File: src/rtl/smcj_pkg.sv
package smcj_pkg;

  localparam int LIST_DEPTH = 1024;
  localparam int VALUE_BITS = 64;
  localparam int IDX_W      = $clog2(LIST_DEPTH);
  localparam int CNT_W      = IDX_W + 1;
  localparam int KEY_W      = 7;
  localparam int OUT_DATA_W = 88;

  localparam logic [KEY_W-1:0] KEY_BITS_RESET = KEY_W'(16);

  // input item kinds
  typedef enum logic [1:0] {
    ACT_LOAD_A = 2'd0,
    ACT_LOAD_B = 2'd1,
    ACT_PULL   = 2'd2,
    ACT_CLEAR  = 2'd3
  } action_t;

  // datapath operations
  typedef enum logic [4:0] {
    OP_NONE,
    OP_LOAD,
    OP_CLEAR,
    OP_SORT_BEGIN,
    OP_NEXT_LIST,
    OP_RD_I,
    OP_CAP_KI,
    OP_SCAN,
    OP_WR_ORD,
    OP_JOIN_INIT,
    OP_FETCH_ORD,
    OP_FETCH_VAL,
    OP_CAPTURE,
    OP_SEEK_STEP,
    OP_SET_RUN,
    OP_STAGE,
    OP_ADV_STEP,
    OP_TAKE_B,
    OP_EMIT
  } op_t;

  typedef struct packed {
    op_t  op;
    logic nxt;   // fetch at cursor + 1 instead of cursor
  } cmd_t;

  typedef struct packed {
    logic sorted;
    logic sel_b;
    logic i_lt_n;
    logic scan_done;
    logic have;
    logic keys_eq;
    logic adv_b_ok;
    logic adv_a_ok;
    logic out_free;
  } stat_t;

endpackage

File: src/rtl/smcj_ctrl.sv
module smcj_ctrl (
  input  logic            clk,
  input  logic            rst,
  input  logic            s_tvalid,
  output logic            s_tready,
  input  logic [1:0]      action,
  input  smcj_pkg::stat_t stat,
  output smcj_pkg::cmd_t  cmd
);

  typedef enum logic [18:0] {
    ST_IDLE     = 19'h00001,
    ST_SRT_TOP  = 19'h00002,
    ST_SRT_KI   = 19'h00004,
    ST_SRT_SCAN = 19'h00008,
    ST_SRT_WR   = 19'h00010,
    ST_SEEK_TOP = 19'h00020,
    ST_SEEK_F2  = 19'h00040,
    ST_SEEK_F3  = 19'h00080,
    ST_SEEK_CMP = 19'h00100,
    ST_PULL_CHK = 19'h00200,
    ST_ADV_F1   = 19'h00400,
    ST_ADV_F2   = 19'h00800,
    ST_ADV_F3   = 19'h01000,
    ST_ADV_DEC  = 19'h02000,
    ST_RB_F1    = 19'h04000,
    ST_RB_F2    = 19'h08000,
    ST_RB_F3    = 19'h10000,
    ST_RB_SET   = 19'h20000,
    ST_EMIT     = 19'h40000
  } state_t;

  state_t state, state_next;
  logic   in_adv, in_adv_next;

  assign s_tready = state == ST_IDLE;

  // sequencing of load, sort, seek and advance
  always_comb begin
    state_next  = state;
    in_adv_next = in_adv;
    cmd.op      = smcj_pkg::OP_NONE;
    cmd.nxt     = 1'b0;
    unique case (state)
      ST_IDLE: begin
        if (s_tvalid) begin
          unique case (action)
            smcj_pkg::ACT_LOAD_A, smcj_pkg::ACT_LOAD_B: cmd.op = smcj_pkg::OP_LOAD;
            smcj_pkg::ACT_CLEAR: cmd.op = smcj_pkg::OP_CLEAR;
            default: begin
              if (stat.sorted) begin
                state_next = ST_PULL_CHK;
              end else begin
                cmd.op     = smcj_pkg::OP_SORT_BEGIN;
                state_next = ST_SRT_TOP;
              end
            end
          endcase
        end
      end
      ST_SRT_TOP: begin
        if (stat.i_lt_n) begin
          cmd.op     = smcj_pkg::OP_RD_I;
          state_next = ST_SRT_KI;
        end else if (!stat.sel_b) begin
          cmd.op = smcj_pkg::OP_NEXT_LIST;
        end else begin
          cmd.op      = smcj_pkg::OP_JOIN_INIT;
          in_adv_next = 1'b0;
          state_next  = ST_SEEK_TOP;
        end
      end
      ST_SRT_KI: begin
        cmd.op     = smcj_pkg::OP_CAP_KI;
        state_next = ST_SRT_SCAN;
      end
      ST_SRT_SCAN: begin
        cmd.op = smcj_pkg::OP_SCAN;
        if (stat.scan_done) state_next = ST_SRT_WR;
      end
      ST_SRT_WR: begin
        cmd.op     = smcj_pkg::OP_WR_ORD;
        state_next = ST_SRT_TOP;
      end
      ST_SEEK_TOP: begin
        if (stat.have) begin
          cmd.op     = smcj_pkg::OP_FETCH_ORD;
          state_next = ST_SEEK_F2;
        end else begin
          cmd.op     = smcj_pkg::OP_SET_RUN;
          state_next = in_adv ? ST_EMIT : ST_PULL_CHK;
        end
      end
      ST_SEEK_F2: begin
        cmd.op     = smcj_pkg::OP_FETCH_VAL;
        state_next = ST_SEEK_F3;
      end
      ST_SEEK_F3: begin
        cmd.op     = smcj_pkg::OP_CAPTURE;
        state_next = ST_SEEK_CMP;
      end
      ST_SEEK_CMP: begin
        cmd.op = smcj_pkg::OP_SEEK_STEP;
        if (stat.keys_eq) state_next = in_adv ? ST_EMIT : ST_PULL_CHK;
        else state_next = ST_SEEK_TOP;
      end
      ST_PULL_CHK: begin
        cmd.op      = smcj_pkg::OP_STAGE;
        in_adv_next = 1'b1;
        state_next  = stat.have ? ST_ADV_F1 : ST_EMIT;
      end
      ST_ADV_F1: begin
        cmd.op     = smcj_pkg::OP_FETCH_ORD;
        cmd.nxt    = 1'b1;
        state_next = ST_ADV_F2;
      end
      ST_ADV_F2: begin
        cmd.op     = smcj_pkg::OP_FETCH_VAL;
        state_next = ST_ADV_F3;
      end
      ST_ADV_F3: begin
        cmd.op     = smcj_pkg::OP_CAPTURE;
        state_next = ST_ADV_DEC;
      end
      ST_ADV_DEC: begin
        cmd.op = smcj_pkg::OP_ADV_STEP;
        priority if (stat.adv_b_ok) state_next = ST_EMIT;
        else if (stat.adv_a_ok)     state_next = ST_RB_F1;
        else                        state_next = ST_SEEK_TOP;
      end
      ST_RB_F1: begin
        cmd.op     = smcj_pkg::OP_FETCH_ORD;
        state_next = ST_RB_F2;
      end
      ST_RB_F2: begin
        cmd.op     = smcj_pkg::OP_FETCH_VAL;
        state_next = ST_RB_F3;
      end
      ST_RB_F3: begin
        cmd.op     = smcj_pkg::OP_CAPTURE;
        state_next = ST_RB_SET;
      end
      ST_RB_SET: begin
        cmd.op     = smcj_pkg::OP_TAKE_B;
        state_next = ST_EMIT;
      end
      ST_EMIT: begin
        if (stat.out_free) begin
          cmd.op     = smcj_pkg::OP_EMIT;
          state_next = ST_IDLE;
        end
      end
      default: state_next = ST_IDLE;
    endcase
  end

  always_ff @(posedge clk) begin
    if (rst) begin
      state  <= ST_IDLE;
      in_adv <= 1'b0;
    end else begin
      state  <= state_next;
      in_adv <= in_adv_next;
    end
  end

endmodule

File: config.mk
export PLATFORM = sky130hd
export DESIGN_NAME = smcj_ctrl
export DESIGN_NICKNAME = d
export VERILOG_FILES = /design/src/rtl/smcj_pkg.sv /design/src/rtl/smcj_ctrl.sv
export SDC_FILE = /design/constraint.sdc
export NUM_CORES = 1
export LEC_CHECK = 0
export ABC_AREA = 1
export BUFFER_PORTS_ARGS = -buffer_cell sky130_fd_sc_hd__clkbuf_2
export CORE_MARGIN = 3
export CORE_UTILIZATION = 60
export CTS_CLUSTER_SIZE = 25
export DETAILED_ROUTE_END_ITERATION = 16
export PLACE_DENSITY = 0.83
export SLEW_MARGIN = 5
export SYNTH_ARGS = -nofsm -noshare
export SYNTH_HDL_FRONTEND = slang
export SYNTH_SLANG_ARGS = --single-unit
File: constraint.sdc
create_clock -name clk -period 2.63 [get_ports clk]
set_input_delay 0.789 -clock clk [delete_from_list [all_inputs] [get_ports clk]]
set_output_delay 0.789 -clock clk [all_outputs]
set_load 0.02 [all_outputs]
==> results of run 1 <==
-- flip-flops by register name, indices dropped and copies added (netlist names) --
name / count
in_adv: 1
state: 19
-- path summary, 6_finish.rpt --
check,from,to,slack (ns),depth (start not counted)
max,state[13]$_SDFFE_PP0P_,cmd[2],-0.10,11
min,in_adv$_SDFFE_PP0P_,in_adv$_SDFFE_PP0P_,0.53,2
max reg2reg,state[13]$_SDFFE_PP0P_,state[9]$_SDFFE_PP0P_,0.85,12
min reg2reg,in_adv$_SDFFE_PP0P_,in_adv$_SDFFE_PP0P_,0.53,2
-- what timing repair did --
action	4_1_cts	5_1_grt
buffers inserted	4	7
pin swaps	4	15
setup endpoints to repair	3	5
resized for setup	14	40
-- per-layer routing --
metal	share of wire	vias to the layer above	track usage
li1	-	772	-
met1	0.34	779	0.3322
met2	0.46	171	0.5259
met3	0.12	62	0.04360
met4	0.076	0	0.1286
met5	0	-	0
-- synth_stat cells, drive strengths merged --
cell    number  area (um2)
buf          2       16.26
dfxtp       20       400.4
o21ai        6       30.03
nor2        35       201.4
and2         2       12.51
nor4         3       33.78
nand3b       5       37.54
a21oi        2       10.01
nand2       47       196.4
a31oi        3       18.77
o211ai       3       22.52
inv         46       177.7
nand4        9       56.30
a21boi       1       7.510
nand3       24       130.1
nor3        12       60.06
-- area by class of cell --
type | instances | area, um2 | share of cell area
Tap cell | 27 | 33.78 | 0.01883
Timing Repair Buffer | 31 | 196.4 | 0.1095
Inverter | 46 | 177.7 | 0.09902
Clock buffer | 3 | 22.52 | 0.01255
Sequential cell | 20 | 420.4 | 0.2343
Multi-Input combinational cell | 152 | 943.4 | 0.5258
-- kinds of logic (layout without fill, tap and decap cells) --
family                 Yosys count  count (layout)  share of synthesized area
buffers and inverters           48              80                     0.1374
AO/OA/AOI/OAI                   15              15                    0.06295
AND/OR/NAND/NOR                137             137                     0.5160
flip-flops                      20              20                     0.2837
-- stage by stage --
step | std cells | util | setup WS (ns)
after floorplan | 220 | - | 0.4475
after global placement | 265 | 0.7344 | 0.2956
after detailed placement | 265 | 0.7344 | 0.2524
after CTS | 272 | 0.7806 | 0.003689
after global routing | 279 | 0.8618 | -0.2788
final | 279 | 0.8618 | -0.1041
-- critical path, cell delays in order (launching register included) --
cell     delay (ns)
dfxtp_1        0.35
nor2_2         0.18
nand2_4        0.11
nor2_4         0.20
and2_4         0.18
nand2_2        0.04
nor2_1         0.14
inv_1          0.09
nand2_2        0.08
nor3_2         0.05
nand2_1        0.09
buf_6          0.12
-- power by group through the flow --
stage	Sequential, mW	Combinational (mW)	Clock (mW)
finish	0.356	0.689	0.152
global route	0.358	0.736	0.159
CTS	0.350	0.549	0.147
detailed placement	0.353	0.494	0
global placement	0.352	0.485	0
floorplan	0.350	0.401	0
==> results.yml, run 1 <==
hold_path:
  hp-class: "flop to flop"
critical_path:
  end_kind: "output pin"
  arrival_ns: 1.95
  crit_fanout: 5
  startpoint_type: "flop"
  crit_type: "flop to output pin"
  required_ns: 1.84
detailed_routing:
  drt_iter0_markers: 113
  drt-total-wl_um: 4847
  wire_per_inst_um: 17.37
  dr.pass1.iters: 6
  final_antenna_net_count: 0
  vias: 1784
  vias_per_cell: 6.394
  drc_errors: 0
cts:
  cts_tree: "done"
  cts_max_level: 1
  clock_sinks: 20
  cts-root-buf: "clkbuf_4"
  clockBufferDepth: 2
  clock_latency_ns: 0.31
  cts_buffers: 3
  cts.clk_slew.worst_paths_ns: 0.12
  hold_buffers: 0
floorplanning:
  pin_count: 21
  die_area_um2: 2970
  die_x_um: 54.50
  core_area_um2: 2082
  placementRows: 16
  start_util: 0.6779
  dieHeight_um: 54.50
placement:
  placed_area_um2: 1529
  globalplace.congestion: 0.9935
  port_buffers: 20
  hpwl_um: 2843
finish:
  layout-drive-gt1-share: 0.3294
  layout_commonest_cell: "inv_1"
  diodes: 0
  nFillCells: 114
  final_cell_mix: "44 x inv_1, 35 x nand2_1, 20 x nand3_1"
  layout.nets: 268
  area_delta_synth_final_pct: 27.13
  fin_area_um2: 1794
synthesis:
  synth-seq-cells: 20
  syn_nets: 234
  avgSynthCellArea_um2: 6.415
  ys_seq_area_frac: 0.2837
  syn-instance-count: 220
  yosysWarningCount: 0
  syn_area_um2: 1411
  synthDistinctLibCells: 26
pwr:
  combPwrFrac: 0.576
  ir_drop_uv: 610.3
  clockPowerShare: 0.127
  power.density_nw_per_um2: 666.8
  pwr-share-seq: 0.297
  power_switching_share: 0.4751
  power.total_mw: 1.196
  p_leak_nw: 0.9853
  p_int_mw: 0.6280
  switchingPower_mw: 0.5685
sta:
  skew_ns: 0.009874
  slew_headroom: 0.6788
  finalHoldViolations: 0
  fmax_ghz: 0.3658
  fin_crit_sh: 1.040
  holdWs_ns: 0.5295
  drv_slew: 0
  finalSetupViolCount: 4
  worstMarginPinSlew_ns: 0.4813
  final.min_clock_period_ns: 2.734
  finalWorstSetupSlack_ns: -0.1041
  rsz0062_at_grt: "true"
  setup-tns-final_ns: -0.2744
global_route:
  antenna_found_initial: 0
  grt_pass1_vias: 1489
  grt-ovfl-total: 0
  grt_first_pass_wirelength_um: 6216
  grt_max_degree: 15
  grt_util_all_layers: 0.2904
status:
  violations: "setup timing"
  run_status: "complete, but fails checks"
job:
  cap_violations: 0
(Power assumes the default switching activity.)
==> run 2: changes to the inputs <==
--- a/config.mk
+++ b/config.mk
@@ -8,10 +8,12 @@
 export ABC_AREA = 1
 export BUFFER_PORTS_ARGS = -buffer_cell sky130_fd_sc_hd__clkbuf_2
 export CORE_MARGIN = 3
-export CORE_UTILIZATION = 60
+export CORE_UTILIZATION = 63
+export CTS_BUF_LIST = sky130_fd_sc_hd__clkbuf_8
 export CTS_CLUSTER_SIZE = 25
 export DETAILED_ROUTE_END_ITERATION = 16
-export PLACE_DENSITY = 0.83
+export PLACE_DENSITY = 0.87
+export RECOVER_POWER = 100
 export SLEW_MARGIN = 5
 export SYNTH_ARGS = -nofsm -noshare
 export SYNTH_HDL_FRONTEND = slang
==> run 2 against run 1 <==
Power shrank 3.1%. Design area shrank 4.8%. Hold slack worse by 0.0011 ns. Critical path type unchanged. Setup slack improved by 0.11 ns. Critical path depth shrank 1. Clock-buffer cell count stayed put. Non-clock buffer count shrank 8. Final cell count decreased by 2.9%. Fmax up 4.0%. Combinational power fell by 12%. Clock skew is 0.0058 ns lower. The flow now finishes without violations. Critical endpoint is now cmd[4]. Die area is 4.2% lower.
==> results.yml, run 2 (same netlist as run 1, synthesis figures left out) <==
global_route:
  grt_max_degree: 15
  grt-ovfl-total: 0
  grt_util_met2: 0.4571
  grt_pass1_vias: 1365
  grt_busiest_layer: "met2"
  antenna_found_initial: 0
  grt_first_pass_wirelength_um: 5733
  use_met1: 0.3356
  grt_use_met3: 0.04789
  grt_util_all_layers: 0.2757
placement:
  dpl_worst_slack_ns: 0.2366
  port_buffers: 20
  place_inst: 265
  globalplace.congestion: 0.9768
  hpwl_um: 2754
critical_path:
  end_kind: "output pin"
  crit_fanout: 6
  crit_family: "simple AND/OR/NAND/NOR gates"
  slowest_delay_ns: 0.34
  crit-reg2reg-capture: "state[3]$_SDFFE_PP0P_"
  cp_slowest_cell: "dfxtp_1"
  arrival_ns: 1.84
  r2r_slack_ns: 0.93
  critPathBufInv: 2
  cp_cell_sequence: "nor2_1, nand2_2, nor2_4, nand2_2, inv_2, nand2_1, nand3_2, nor2_1, o211ai_1, buf_4"
  r2r-start: "state[4]$_SDFFE_PP0P_"
  startpoint_type: "flop"
  crit_type: "flop to output pin"
  required_ns: 1.84
  reg2reg_depth: 10
finish:
  instances_no_fill: 271
  final_cell_mix: "44 x inv_1, 38 x nand2_1, 19 x nor2_1, 19 x nand3_1, 17 x clkbuf_2"
  layout.nets: 260
  reg_top3: "state x19, in_adv x1"
  largest_reg_flops: 19
  nFillCells: 137
  layout-drive-gt1-share: 0.2623
  fin_util: 0.8364
  area_delta_synth_final_pct: 21.01
  layout_commonest_cell: "inv_1"
  diodes: 0
  top_register: "state"
detailed_routing:
  drc_errors: 0
  vias_per_cell: 5.852
  dr.pass1.iters: 5
  drt_iter0_markers: 125
  wire_per_inst_um: 14.21
  drt-total-wl_um: 3851
  vias: 1586
  final_antenna_net_count: 0
hold_path:
  hold_end: "in_adv$_SDFFE_PP0P_"
  whs_path_depth: 2
  hp-class: "flop to flop"
  min_from: "in_adv$_SDFFE_PP0P_"
sta:
  drv_slew: 0
  finalHoldViolations: 0
  skew_ns: 0.004070
  worstMarginPinSlew_ns: 0.5108
  fmax_ghz: 0.3805
  finalWorstSetupSlack_ns: 0.001955
  rsz0062_at_grt: "true"
  finalSetupViolCount: 0
  setup-tns-final_ns: 0
  slew_headroom: 0.6591
  fin_crit_sh: 0.9993
  final.min_clock_period_ns: 2.628
floorplanning:
  dieHeight_um: 53.33
  pin_count: 21
  die_area_um2: 2844
  placementRows: 16
  start_util: 0.6912
  core_area_um2: 2042
  die_x_um: 53.33
pwr:
  ir_drop_uv: 719.2
  p_leak_nw: 0.9422
  power.total_mw: 1.159
  power.density_nw_per_um2: 678.8
cts:
  cts_tree: "done"
  clock_latency_ns: 0.26
  cts.clk_slew.worst_paths_ns: 0.07
  clock_sinks: 20
  cts-root-buf: "clkbuf_8"
  cts_buffers: 3
  hold_buffers: 0
  clockBufferDepth: 2
  cts_max_level: 1
status:
  run_status: "finished clean"
job:
  cap_violations: 0
run 2: cell type report:
type                       instances  area (um2)  area share
clock buffer                       3       41.29     0.02418
inverter                          46       177.7      0.1040
multi-input combinational        152       913.4      0.5348
sequential                        20       407.9      0.2388
tap                               27       33.78     0.01978
timing repair buffer              23       133.9     0.07839
run 2: where the power goes:
part	leakage (nW)	internal, mW	switching, mW	total, mW
combinational	0.758	0.197	0.407	0.604
clock	0.0216	0.102	0.0991	0.201
sequential	0.163	0.328	0.0258	0.354
run 2: stage by stage:
stage	hold WS (ns)	cell area (um2)
2_1_floorplan	0.4564	1411
3_3_place_gp	0.4981	1529
3_5_place_dp	0.5084	1529
4_1_cts	0.5178	1588
5_1_grt	0.5809	1708
6_report	0.5284	1708
run 2: worst max path at each step:
| stage | startpoint | to | slack [ns] | cells past startpoint |
|---|---|---|---|---|
| after floorplan | state[4]$_SDFFE_PP0P_ | cmd[1] | 0.45 | 7 |
| after global placement | state[3]$_SDFFE_PP0P_ | cmd[2] | 0.31 | 11 |
| after detailed placement | state[13]$_SDFFE_PP0P_ | cmd[4] | 0.24 | 10 |
| after CTS | state[3]$_SDFFE_PP0P_ | cmd[4] | -0.01 | 10 |
| after global routing | state[17]$_SDFFE_PP0P_ | cmd[4] | -0.11 | 10 |
| final | state[17]$_SDFFE_PP0P_ | cmd[4] | 0.002 | 10 |
run 2: what timing repair did:
action                                  CTS  global route
resized for setup                         4            32
endpoints found under the setup margin    2             4
buffers inserted                          0             3
cloned                                    0             0
pin swaps                                 0             8
run 2: metal layers:
layer  up-vias  wire, um
met2        98      1875
met1       719      1480
met5         -         0
li1        754         -
met3        15       394
met4         0       100
run 2: worst register-to-register path: stages, from the launching register on:
cell	delay, ns
dfxtp_1	0.41
nor2_4	0.06
nand2_4	0.11
nor2_4	0.08
buf_4	0.14
nand4_1	0.11
nand3_2	0.13
nor2_4	0.34
nand2_1	0.10
nand2_1	0.08
nor2_1	0.05
==> run 3: changes to the inputs <==
--- a/config.mk
+++ b/config.mk
@@ -8,11 +8,11 @@
 export ABC_AREA = 1
 export BUFFER_PORTS_ARGS = -buffer_cell sky130_fd_sc_hd__clkbuf_2
 export CORE_MARGIN = 3
-export CORE_UTILIZATION = 63
+export CORE_UTILIZATION = 59
 export CTS_BUF_LIST = sky130_fd_sc_hd__clkbuf_8
 export CTS_CLUSTER_SIZE = 25
 export DETAILED_ROUTE_END_ITERATION = 16
-export PLACE_DENSITY = 0.87
+export PLACE_DENSITY = 0.82
 export RECOVER_POWER = 100
 export SLEW_MARGIN = 5
 export SYNTH_ARGS = -nofsm -noshare
==> constraint.sdc (replaced) <==
create_clock -name clk -period 2.65 [get_ports clk]
set_input_delay 0.795 -clock clk [delete_from_list [all_inputs] [get_ports clk]]
set_output_delay 0.795 -clock clk [all_outputs]
set_load 0.02 [all_outputs]
==> run 3 against run 2 <==
Via count down 6.6%. Utilization down 6.4 points. Non-clock buffer count up 1. Critical path type unchanged. Critical path depth up 1. Die area up 6.0%. Sequential share of layout area up 0.065 points. Final cell count up 0.74%. Wire length down 7.2%.
==> results.yml, run 3 (same netlist as run 1, synthesis figures left out) <==
cts:
  cts.clk_slew.worst_paths_ns: 0.07
  cts-root-buf: "clkbuf_8"
  clockBufferDepth: 2
  clock_latency_ns: 0.26
  cts_max_level: 1
  clock_sinks: 20
  cts_tree: "done"
  cts_buffers: 3
detailed_routing:
  vias: 1481
  drt-total-wl_um: 3572
  final_antenna_net_count: 0
  dr.pass1.iters: 5
  drt_iter0_markers: 72
  drc_errors: 0
  wire_per_inst_um: 13.08
  vias_per_cell: 5.425
sta:
  finalSetupViolCount: 0
  finalWorstSetupSlack_ns: 0.06859
  worstMarginPinSlew_ns: 0.4954
  slew_headroom: 0.6694
  setup-tns-final_ns: 0
  final.min_clock_period_ns: 2.581
  fmax_ghz: 0.3874
  skew_ns: 0.005468
  finalHoldViolations: 0
  fin_crit_sh: 0.9741
  drv_slew: 0
global_route:
  antenna_found_initial: 0
  grt_first_pass_wirelength_um: 5209
  grt_pass1_vias: 1232
  grt_max_degree: 15
  grt_util_all_layers: 0.2420
  grt-ovfl-total: 0
finish:
  area_delta_synth_final_pct: 22.16
  fin_area_um2: 1724
  layout-drive-gt1-share: 0.2694
  layout.nets: 261
  diodes: 0
  layout_commonest_cell: "inv_1"
  final_cell_mix: "44 x inv_1, 40 x nand2_1, 19 x nand3_1"
  top_register: "state"
  reg_top3: "state x19, in_adv x1"
  instances_no_fill: 273
  largest_reg_flops: 19
  fin_util: 0.7720
status:
  run_status: "finished clean"
critical_path:
  r2r_slack_ns: 0.98
  crit-reg2reg-capture: "state[3]$_SDFFE_PP0P_"
  arrival_ns: 1.79
  crit_end: "cmd[4]"
  r2r-start: "state[7]$_SDFFE_PP0P_"
  end_kind: "output pin"
  crit_type: "flop to output pin"
  startpoint_type: "flop"
  crit_start: "state[7]$_SDFFE_PP0P_"
  required_ns: 1.86
  crit_fanout: 6
  reg2reg_depth: 10
placement:
  hpwl_um: 2634
  globalplace.congestion: 0.8937
  dpl_worst_slack_ns: 0.2564
  port_buffers: 20
  place_inst: 266
  placed_area_um2: 1530
floorplanning:
  core_area_um2: 2233
  die_area_um2: 3015
  dieHeight_um: 54.91
  pin_count: 21
  start_util: 0.6319
  die_x_um: 54.91
  placementRows: 17
hold_path:
  hp-class: "flop to flop"
  whs_path_depth: 2
pwr:
  power.density_nw_per_um2: 670.2
  p_leak_nw: 0.9508
  ir_drop_uv: 741.3
job:
  cap_violations: 0
-- run 3: cell type report --
cell class | count | area (um2)
Clock buffer | 3 | 41.29
Inverter | 46 | 177.7
Sequential cell | 20 | 412.9
Fill cell | 182 | 509.2
Multi-Input combinational cell | 152 | 897.1
Tap cell | 28 | 35.03
Timing Repair Buffer | 24 | 160.2
-- run 3: stage by stage --
stage          hold slack, ns  total power, mW
2_1_floorplan          0.4564           0.7450
3_3_place_gp           0.4894           0.8381
3_5_place_dp           0.5017           0.8407
4_1_cts                0.5113            1.038
5_1_grt                0.5337            1.218
6_report               0.5154            1.156
-- run 3: power breakdown --
part	switching (mW)	internal (mW)
Sequential	0.0257	0.325
Clock	0.0939	0.101
Combinational	0.386	0.224
-- run 3: timing repair --
item / in CTS / in global routing
buffers inserted: 0 / 4
setup endpoints to repair: 2 / 5
resized for setup: 2 / 31
pin swaps: 0 / 10
hold buffers: 0 / 0
-- run 3: how the worst min path moves through the flow --
stage,start,endpoint
6_report,in_adv$_SDFFE_PP0P_,in_adv$_SDFFE_PP0P_
5_1_grt,in_adv$_SDFFE_PP0P_,in_adv$_SDFFE_PP0P_
4_1_cts,in_adv$_SDFFE_PP0P_,in_adv$_SDFFE_PP0P_
3_5_place_dp,in_adv$_SDFFE_PP0P_,in_adv$_SDFFE_PP0P_
3_3_place_gp,in_adv$_SDFFE_PP0P_,in_adv$_SDFFE_PP0P_
2_1_floorplan,in_adv$_SDFFE_PP0P_,in_adv$_SDFFE_PP0P_
-- run 3: critical path, stage by stage (launching register included) --
cell	delay [ns]
dfxtp_1	0.35
nor2_2	0.18
nand2_4	0.11
nor2_4	0.17
buf_12	0.13
nand3_2	0.06
nand2_1	0.12
nor2_1	0.05
nand2_1	0.06
nor2_1	0.05
o211ai_1	0.08
buf_4	0.17
-- run 3: routing by layer --
| metal | part of all wire | GRT usage | wire, um | up-vias |
|---|---|---|---|---|
| met3 | 0.069 | 0.03485 | 247 | 13 |
| met4 | 0.028 | 0.1012 | 100 | 0 |
| met1 | 0.42 | 0.3034 | 1487 | 641 |
| met5 | 0 | 0 | 0 | - |
| li1 | - | - | - | 756 |
| met2 | 0.49 | 0.4114 | 1736 | 71 |
